## config.mk

```make
export PLATFORM = sky130hd
export DESIGN_NAME = stb_ctrl
export DESIGN_NICKNAME = d
export VERILOG_FILES = /design/src/sv/stb_pkg.sv /design/src/sv/stb_ctrl.sv
export SDC_FILE = /design/constraint.sdc
export NUM_CORES = 1
export LEC_CHECK = 0
export BUFFER_PORTS_ARGS = -buffer_cell sky130_fd_sc_hd__buf_2
export CAP_MARGIN = 0
export CORE_MARGIN = 2
export CORE_UTILIZATION = 53
export CTS_CLUSTER_SIZE = 30
export DETAILED_ROUTE_END_ITERATION = 12
export HOLD_SLACK_MARGIN = 0.03
export PLACE_DENSITY_LB_ADDON = 0.2
export SETUP_SLACK_MARGIN = 0.1
export SLEW_MARGIN = 20
export SYNTH_ARGS = -nofsm -noshare
export SYNTH_HDL_FRONTEND = slang
export SYNTH_SLANG_ARGS = --single-unit
```

## constraint.sdc

```tcl
create_clock -name clk -period 3.7 [get_ports clk]
set_clock_uncertainty 0.05 [all_clocks]
set_input_delay 0.74 -clock clk [delete_from_list [all_inputs] [get_ports clk]]
set_output_delay 0.74 -clock clk [all_outputs]
set_load 0.005 [all_outputs]
```

## src/sv/stb_pkg.sv

```systemverilog
// shared types and constants for the sv39 table builder
`default_nettype none

package stb_pkg;

  localparam int unsigned PPN_W   = 44;
  localparam int unsigned IDX_W   = 9;
  localparam int unsigned VA_W    = 39;
  localparam int unsigned FLAGS_W = 10;
  localparam int unsigned PTE_W   = 64;

  localparam logic [PPN_W-1:0]   BASE_PPN_RESET = 44'h000_0008_0000;
  localparam logic [IDX_W-1:0]   DEV_SLOT       = 9'd0;
  localparam logic [IDX_W-1:0]   RAM_SLOT       = 9'd2;
  localparam logic [PTE_W-1:0]   DEV_GIG_PTE    = 64'h0000_0000_0000_00CF;
  localparam logic [PTE_W-1:0]   RAM_GIG_PTE    = 64'h0000_0000_2000_00CF;
  localparam logic [FLAGS_W-1:0] PTR_FLAGS      = 10'h001;

  typedef enum logic [1:0] {
    ST_OK        = 2'd0,
    ST_EXHAUSTED = 2'd1,
    ST_OUTSIDE   = 2'd2
  } status_t;

  typedef enum logic [3:0] {
    S_IDLE, S_DISPATCH, S_EV2, S_RD1, S_EV1, S_ZMID, S_LMID,
    S_ZLOW, S_LLOW, S_LEAF, S_CZERO, S_CDEV, S_CRAM, S_DONE
  } state_t;

  typedef enum logic [1:0] {
    MEM_NONE, MEM_RD, MEM_WR
  } mem_op_t;

  typedef enum logic [2:0] {
    A_ROOT_I2, A_MID_I1, A_LOW_I0, A_SWEEP, A_DEV, A_RAM
  } addr_sel_t;

  typedef enum logic [2:0] {
    W_ZERO, W_PTR, W_LEAF, W_DEV, W_RAM
  } wdata_sel_t;

  typedef struct packed {
    logic        func;
    logic [3:0]  root_page;
    logic [VA_W-1:0]    virt_addr;
    logic [PPN_W-1:0]   target_ppn;
    logic [FLAGS_W-1:0] leaf_flags;
  } item_t;

  typedef struct packed {
    logic [1:0] status;
    logic [3:0] page_index;
    logic [4:0] pages_used;
  } result_t;

  typedef struct packed {
    logic       load_item;
    mem_op_t    mem_op;
    addr_sel_t  addr_sel;
    wdata_sel_t wdata_sel;
    logic       sweep_clr;
    logic       sweep_inc;
    logic       mid_from_entry;
    logic       low_from_entry;
    logic       mid_new;
    logic       low_new;
    logic       page_alloc;
    logic       out_load;
    status_t    out_status;
  } cmd_t;

  typedef struct packed {
    logic func;
    logic root_ok;
    logic pool_full;
    logic free_ge2;
    logic e_valid;
    logic e_ok;
    logic sweep_last;
    logic out_free;
  } sts_t;

endpackage

`default_nettype wire

```

## src/sv/stb_ctrl.sv

```systemverilog
// sequencing state machine for table creation and page mapping
`default_nettype none

module stb_ctrl
  import stb_pkg::*;
(
  input  wire logic clk,
  input  wire logic rst_n,
  input  wire logic in_valid,
  output logic      in_ready,
  input  wire sts_t sts,
  output cmd_t      cmd
);

  state_t  state_r, state_nxt;
  status_t code_r, code_nxt;

  always_ff @(posedge clk) begin
    if (!rst_n) begin
      state_r <= S_IDLE;
      code_r  <= ST_OK;
    end else begin
      state_r <= state_nxt;
      code_r  <= code_nxt;
    end
  end

  always_comb begin
    state_nxt = state_r;
    code_nxt  = code_r;
    in_ready  = 1'b0;
    cmd       = '0;
    cmd.mem_op     = MEM_NONE;
    cmd.addr_sel   = A_ROOT_I2;
    cmd.wdata_sel  = W_ZERO;
    cmd.out_status = code_r;
    unique case (state_r)
      S_IDLE: begin
        in_ready = 1'b1;
        if (in_valid) begin
          cmd.load_item = 1'b1;
          state_nxt     = S_DISPATCH;
        end
      end
      S_DISPATCH: begin
        if (!sts.func) begin
          if (sts.pool_full) begin
            code_nxt  = ST_EXHAUSTED;
            state_nxt = S_DONE;
          end else begin
            cmd.sweep_clr = 1'b1;
            state_nxt     = S_CZERO;
          end
        end else if (!sts.root_ok) begin
          code_nxt  = ST_OUTSIDE;
          state_nxt = S_DONE;
        end else begin
          cmd.mem_op   = MEM_RD;
          cmd.addr_sel = A_ROOT_I2;
          state_nxt    = S_EV2;
        end
      end
      S_EV2: begin
        if (sts.e_valid) begin
          if (!sts.e_ok) begin
            code_nxt  = ST_OUTSIDE;
            state_nxt = S_DONE;
          end else begin
            cmd.mid_from_entry = 1'b1;
            state_nxt          = S_RD1;
          end
        end else if (!sts.free_ge2) begin
          code_nxt  = ST_EXHAUSTED;
          state_nxt = S_DONE;
        end else begin
          cmd.sweep_clr = 1'b1;
          state_nxt     = S_ZMID;
        end
      end
      S_RD1: begin
        cmd.mem_op   = MEM_RD;
        cmd.addr_sel = A_MID_I1;
        state_nxt    = S_EV1;
      end
      S_EV1: begin
        if (sts.e_valid) begin
          if (!sts.e_ok) begin
            code_nxt  = ST_OUTSIDE;
            state_nxt = S_DONE;
          end else begin
            cmd.low_from_entry = 1'b1;
            state_nxt          = S_LEAF;
          end
        end else if (sts.pool_full) begin
          code_nxt  = ST_EXHAUSTED;
          state_nxt = S_DONE;
        end else begin
          cmd.sweep_clr = 1'b1;
          state_nxt     = S_ZLOW;
        end
      end
      S_ZMID: begin
        cmd.mem_op    = MEM_WR;
        cmd.addr_sel  = A_SWEEP;
        cmd.wdata_sel = W_ZERO;
        cmd.sweep_inc = 1'b1;
        if (sts.sweep_last) state_nxt = S_LMID;
      end
      S_LMID: begin
        cmd.mem_op     = MEM_WR;
        cmd.addr_sel   = A_ROOT_I2;
        cmd.wdata_sel  = W_PTR;
        cmd.mid_new    = 1'b1;
        cmd.page_alloc = 1'b1;
        cmd.sweep_clr  = 1'b1;
        state_nxt      = S_ZLOW;
      end
      S_ZLOW: begin
        cmd.mem_op    = MEM_WR;
        cmd.addr_sel  = A_SWEEP;
        cmd.wdata_sel = W_ZERO;
        cmd.sweep_inc = 1'b1;
        if (sts.sweep_last) state_nxt = S_LLOW;
      end
      S_LLOW: begin
        cmd.mem_op     = MEM_WR;
        cmd.addr_sel   = A_MID_I1;
        cmd.wdata_sel  = W_PTR;
        cmd.low_new    = 1'b1;
        cmd.page_alloc = 1'b1;
        state_nxt      = S_LEAF;
      end
      S_LEAF: begin
        cmd.mem_op    = MEM_WR;
        cmd.addr_sel  = A_LOW_I0;
        cmd.wdata_sel = W_LEAF;
        code_nxt      = ST_OK;
        state_nxt     = S_DONE;
      end
      S_CZERO: begin
        cmd.mem_op    = MEM_WR;
        cmd.addr_sel  = A_SWEEP;
        cmd.wdata_sel = W_ZERO;
        cmd.sweep_inc = 1'b1;
        if (sts.sweep_last) state_nxt = S_CDEV;
      end
      S_CDEV: begin
        cmd.mem_op    = MEM_WR;
        cmd.addr_sel  = A_DEV;
        cmd.wdata_sel = W_DEV;
        state_nxt     = S_CRAM;
      end
      S_CRAM: begin
        cmd.mem_op     = MEM_WR;
        cmd.addr_sel   = A_RAM;
        cmd.wdata_sel  = W_RAM;
        cmd.low_new    = 1'b1;
        cmd.page_alloc = 1'b1;
        code_nxt       = ST_OK;
        state_nxt      = S_DONE;
      end
      S_DONE: begin
        if (sts.out_free) begin
          cmd.out_load = 1'b1;
          state_nxt    = S_IDLE;
        end
      end
      default: state_nxt = S_IDLE;
    endcase
  end

  // only the walk states may touch the table memory
  a_idle_no_write: assert property (@(posedge clk) disable iff (!rst_n)
    (state_r == S_IDLE || state_r == S_DONE) |-> cmd.mem_op == MEM_NONE)
    else $error("table memory accessed outside a walk");

  a_done_code_known: assert property (@(posedge clk) disable iff (!rst_n)
    state_r == S_DONE |-> (code_r == ST_OK || code_r == ST_EXHAUSTED
                           || code_r == ST_OUTSIDE))
    else $error("result code unset on completion");

  a_sweep_enter_clear: assert property (@(posedge clk) disable iff (!rst_n)
    (state_r != S_ZLOW && state_nxt == S_ZLOW) |-> cmd.sweep_clr)
    else $error("page zeroing started without clearing the sweep counter");

endmodule

`default_nettype wire

```

# Yosys cells after proc, flatten, opt, wreduce, memory -nomap -nowiden
# Index checks and enable logic that the tools add are counted.
[classes]
mux = 46
reduce_logical = 9
n_eq_ne = 20
[op_table]
columns = ["operator", "n"]
rows = [
  ["$mux W4", 14],
  ["$pmux W4 S13", 1],
  ["$pmux W5 S8", 1],
  ["$eq A4 B4 Y1 const B", 6],
  ["$mux W1", 18],
  ["$eq A4 B3 Y1 const B", 4],
  ["$mux W2", 7],
  ["$pmux W3 S4", 1],
  ["$ne A2 B2 Y1 const B", 5],
  ["$eq A4 B2 Y1 const B", 2],
  ["$pmux W2 S4", 1],
  ["$mux W3", 2],
  ["$ne A3 B3 Y1 const B", 2],
  ["$reduce_or A2 Y1", 3],
  ["$reduce_or A3 Y1", 2],
  ["$reduce_and A5 Y1", 1],
  ["$eq A4 B1 Y1 const B", 1],
  ["$logic_not A4 Y1", 1],
  ["$pmux W1 S4", 1],
  ["$reduce_bool A4 Y1", 1],
  ["$reduce_and A3 Y1", 1],
]
[totals]
in_bits = 11
ff_bits = 6
out_inout_bits = 20

# Logic depth before layout (Yosys ltp)
[logic_depth]
word_depth = 4
mapped_depth = 7

# Least setup slack after synthesis
# OpenSTA, ideal clock, no wires.
[synth_path]
path_kind = "input-to-output"
start = "input sts[3] (netlist name)"
end = "output cmd[9] (netlist name)"
path_slack_ps = 1499
required_ps = 2910
path_stages = 4
n_path_buf = 1
arrival_ps = 1411
path_cell_list = "clkbuf_1 -> o21bai_1 -> a22oi_1 -> o22ai_1"
[synth_lines]
columns = ["element", "line_no", "source"]
rows = [
  ["from (decl)", "stb_ctrl.sv:11", "input wire sts_t sts,"],
  ["to (decl)", "stb_ctrl.sv:12", "output cmd_t cmd"],
]

==> flow_metrics.env <==
export IMPL_dr_pass1_iters=4
export IMPL_drv_slew=0
export IMPL_pwr_density_cell_mw_per_mm2=598
export IMPL_clock_latency_ns=0.24
export IMPL_cts_resized=0
export IMPL_first_iter_violations=27
export IMPL_clock_sinks=6
export IMPL_htree_levels=1
export IMPL_synthArstFlopShare_pct=0
export IMPL_cts_tree="yes"
export IMPL_clockRootBuffer="clkbuf_4"
export IMPL_tns_ns=0
export IMPL_p_total_uw=609
export IMPL_rows=14
export IMPL_area_delta_synth_final_pct=15.4
export IMPL_start_kind="register"
export IMPL_outcome="finished clean"
export IMPL_path_clk_slew_ns=0.05
export IMPL_ys_seq_elements=6
export IMPL_dieWidth_um=44.8
export IMPL_drc_errors=0
export IMPL_vias=1082
export IMPL_grt_first_pass_wirelength_um=3830
export IMPL_n_antenna_cell=0
export IMPL_end_kind="output port"
export IMPL_min_path_cells=1
export IMPL_layout_min_cycle_time_ns=2.67
export IMPL_p_leak_uw=0.000458
export IMPL_setup_violations=0
export IMPL_vdd_drop_max_uv=309
export IMPL_syn_nets=147
export IMPL_syn_area_per_cell_sq_um=6.50
export IMPL_wl_per_cell_um=13.4
export IMPL_ys_types=39
export IMPL_fin_util_pct=66.2
export IMPL_grt_antenna_before_repair=0
export IMPL_crit_path_end="cmd[9]"
export IMPL_hold_viol=0
export IMPL_rsz0062_at_grt="false"
export IMPL_cts_buffers=3
export IMPL_ff2ff_setup_slack_ns=1.34
export IMPL_drtAntennaViolNets=0
export IMPL_io_buffers=30
export IMPL_clk_path_buf_depth=2
export IMPL_synth_edf_count=0
export IMPL_worstPathArrival_ns=1.88
export IMPL_synthCells=136
export IMPL_rr_endpoint="code_r[1]$_SDFFE_PN0P_"
export IMPL_synthFlopType="dfxtp_1"
export IMPL_grt_pass1_vias=849
export IMPL_yosysWarnings=0
export IMPL_holdCritPathClass="reg -> reg"
export IMPL_startpoint="state_r[1]$_SDFFE_PN0P_"
export IMPL_tightestPinTransition_ns=0.845
export IMPL_max_freq_mhz=374
export IMPL_start_util_pct=57.3
export IMPL_grt_max_degree=30
export IMPL_ios=31
export IMPL_worst_r2r_path_depth=5
export IMPL_synth_area_sq_um=883
export IMPL_period_share_pct=72.2
export IMPL_hold_buffers=0
export IMPL_max_slew_margin_pct=43.6
export IMPL_grt_use_total_pct=24.5
export IMPL_required_ns=2.91
export IMPL_critical_path_peak_fanout=25
export IMPL_core_area_sq_mm=0.00154
export IMPL_path_class="reg -> out"
export IMPL_cts_setup_buffers=0
export IMPL_wl_um=2310
export IMPL_place_congestion=0.922
export IMPL_final_cell_mix="30 x buf_2, 13 x o21ai_0, 12 x nor2_1"
export IMPL_drive_gt1_share_pct=24.8
export IMPL_final_common_cell="buf_2"
export IMPL_finalNonFillerCells=173
export IMPL_grt_ovfl_total=0
export IMPL_yosysSeqAreaShare_pct=13.6
export IMPL_timing_rr_start="state_r[2]$_SDFFE_PN0P_"
export IMPL_die_area_sq_mm=0.00201
export IMPL_place_hpwl_um=1680
export IMPL_dpl_cell_count=170
export IMPL_num_nets_final=170
export IMPL_viasPerCell=6.25
export IMPL_max_cap_violations=0
export IMPL_die_y_um=44.8
[through the flow]
step	setup slack, ns	hold WS, ns	area [sq um]
after global routing	0.860	0.526	1020
after detailed placement	1.30	0.479	997
after global placement	1.34	0.486	997
after CTS	1.05	0.497	1020
after floorplan	1.50	0.487	883
final	1.03	0.487	1020
[flip-flops by register name, summed over array words and instances (netlist names)]
register	flops
code_r	2
state_r	4
[area by class of cell]
class	count	area (sq um)
Timing Repair Buffer	30	150
Clock buffer	3	22.5
Fill cell	148	522
Multi-Input combinational cell	116	699
Inverter	2	7.51
Tap cell	16	20.0
Sequential cell	6	120
[cell families (layout without fill, tap and decap cells)]
group	count (synthesis)	in the layout	synth area share, %
AOI/OAI and AO/OA	51	51	37.4
xor gates and xnor gates	2	2	1.98
buffers and inverters	14	35	7.22
DFF	6	6	13.6
and+or+nand+nor	63	63	39.8
[synth_stat cells (2+ instances only)]
master	count	share of area (%)
inv_1	2	0.85
nor2b_1	5	3.5
o21ai_0	13	7.4
and3_4	2	2.5
and3_1	2	1.4
clkbuf_1	10	4.2
nor3_1	10	5.7
a31oi_1	2	1.4
and2_1	2	1.4
dfxtp_1	6	14
a21oi_1	10	5.7
or2_2	2	1.4
o21a_1	2	1.7
o211ai_1	4	3.4
o211a_1	2	2.3
a211oi_1	3	2.5
o22ai_1	4	2.8
nor2_1	12	5.1
a21boi_0	4	3.4
nand2_1	11	4.7
nand2b_1	10	7.1
[critical path, cell delays in order (launching register included)]
cell and delay [ns]:
dfxtp_1 0.82, or4b_4 0.57, o22ai_1 0.12, buf_2 0.14
[worst min-delay path by stage]
| stage | slack, ns | startpoint | to |
|---|---|---|---|
| after CTS | 0.50 | code_r[0]$_SDFFE_PN0P_ | code_r[0]$_SDFFE_PN0P_ |
| after floorplan | 0.49 | code_r[0]$_SDFFE_PN0P_ | code_r[0]$_SDFFE_PN0P_ |
| after global routing | 0.53 | code_r[0]$_SDFFE_PN0P_ | code_r[0]$_SDFFE_PN0P_ |
| after detailed placement | 0.48 | code_r[0]$_SDFFE_PN0P_ | code_r[0]$_SDFFE_PN0P_ |
| final | 0.49 | code_r[0]$_SDFFE_PN0P_ | code_r[0]$_SDFFE_PN0P_ |
| after global placement | 0.49 | code_r[0]$_SDFFE_PN0P_ | code_r[0]$_SDFFE_PN0P_ |
[report_power, final]
part	total, uW	internal [uW]	switching, uW	leakage [uW]
Clock	58.2	36.6	21.7	0.0000138
Sequential	184	86.8	97.0	0.0000494
Combinational	367	182	185	0.000395
Total	609	306	304	0.000458
[routing by layer]
| layer | up-vias | track usage, % | part of all wire, % |
|---|---|---|---|
| met1 | 486 | 37.4 | 45 |
| met4 | 0 | 0 | 0 |
| met5 | - | 0 | 0 |
| met2 | 54 | 38.8 | 47 |
| met3 | 0 | 3.60 | 8.0 |
| li1 | 542 | - | - |
Power figures use the tool's default switching activity.
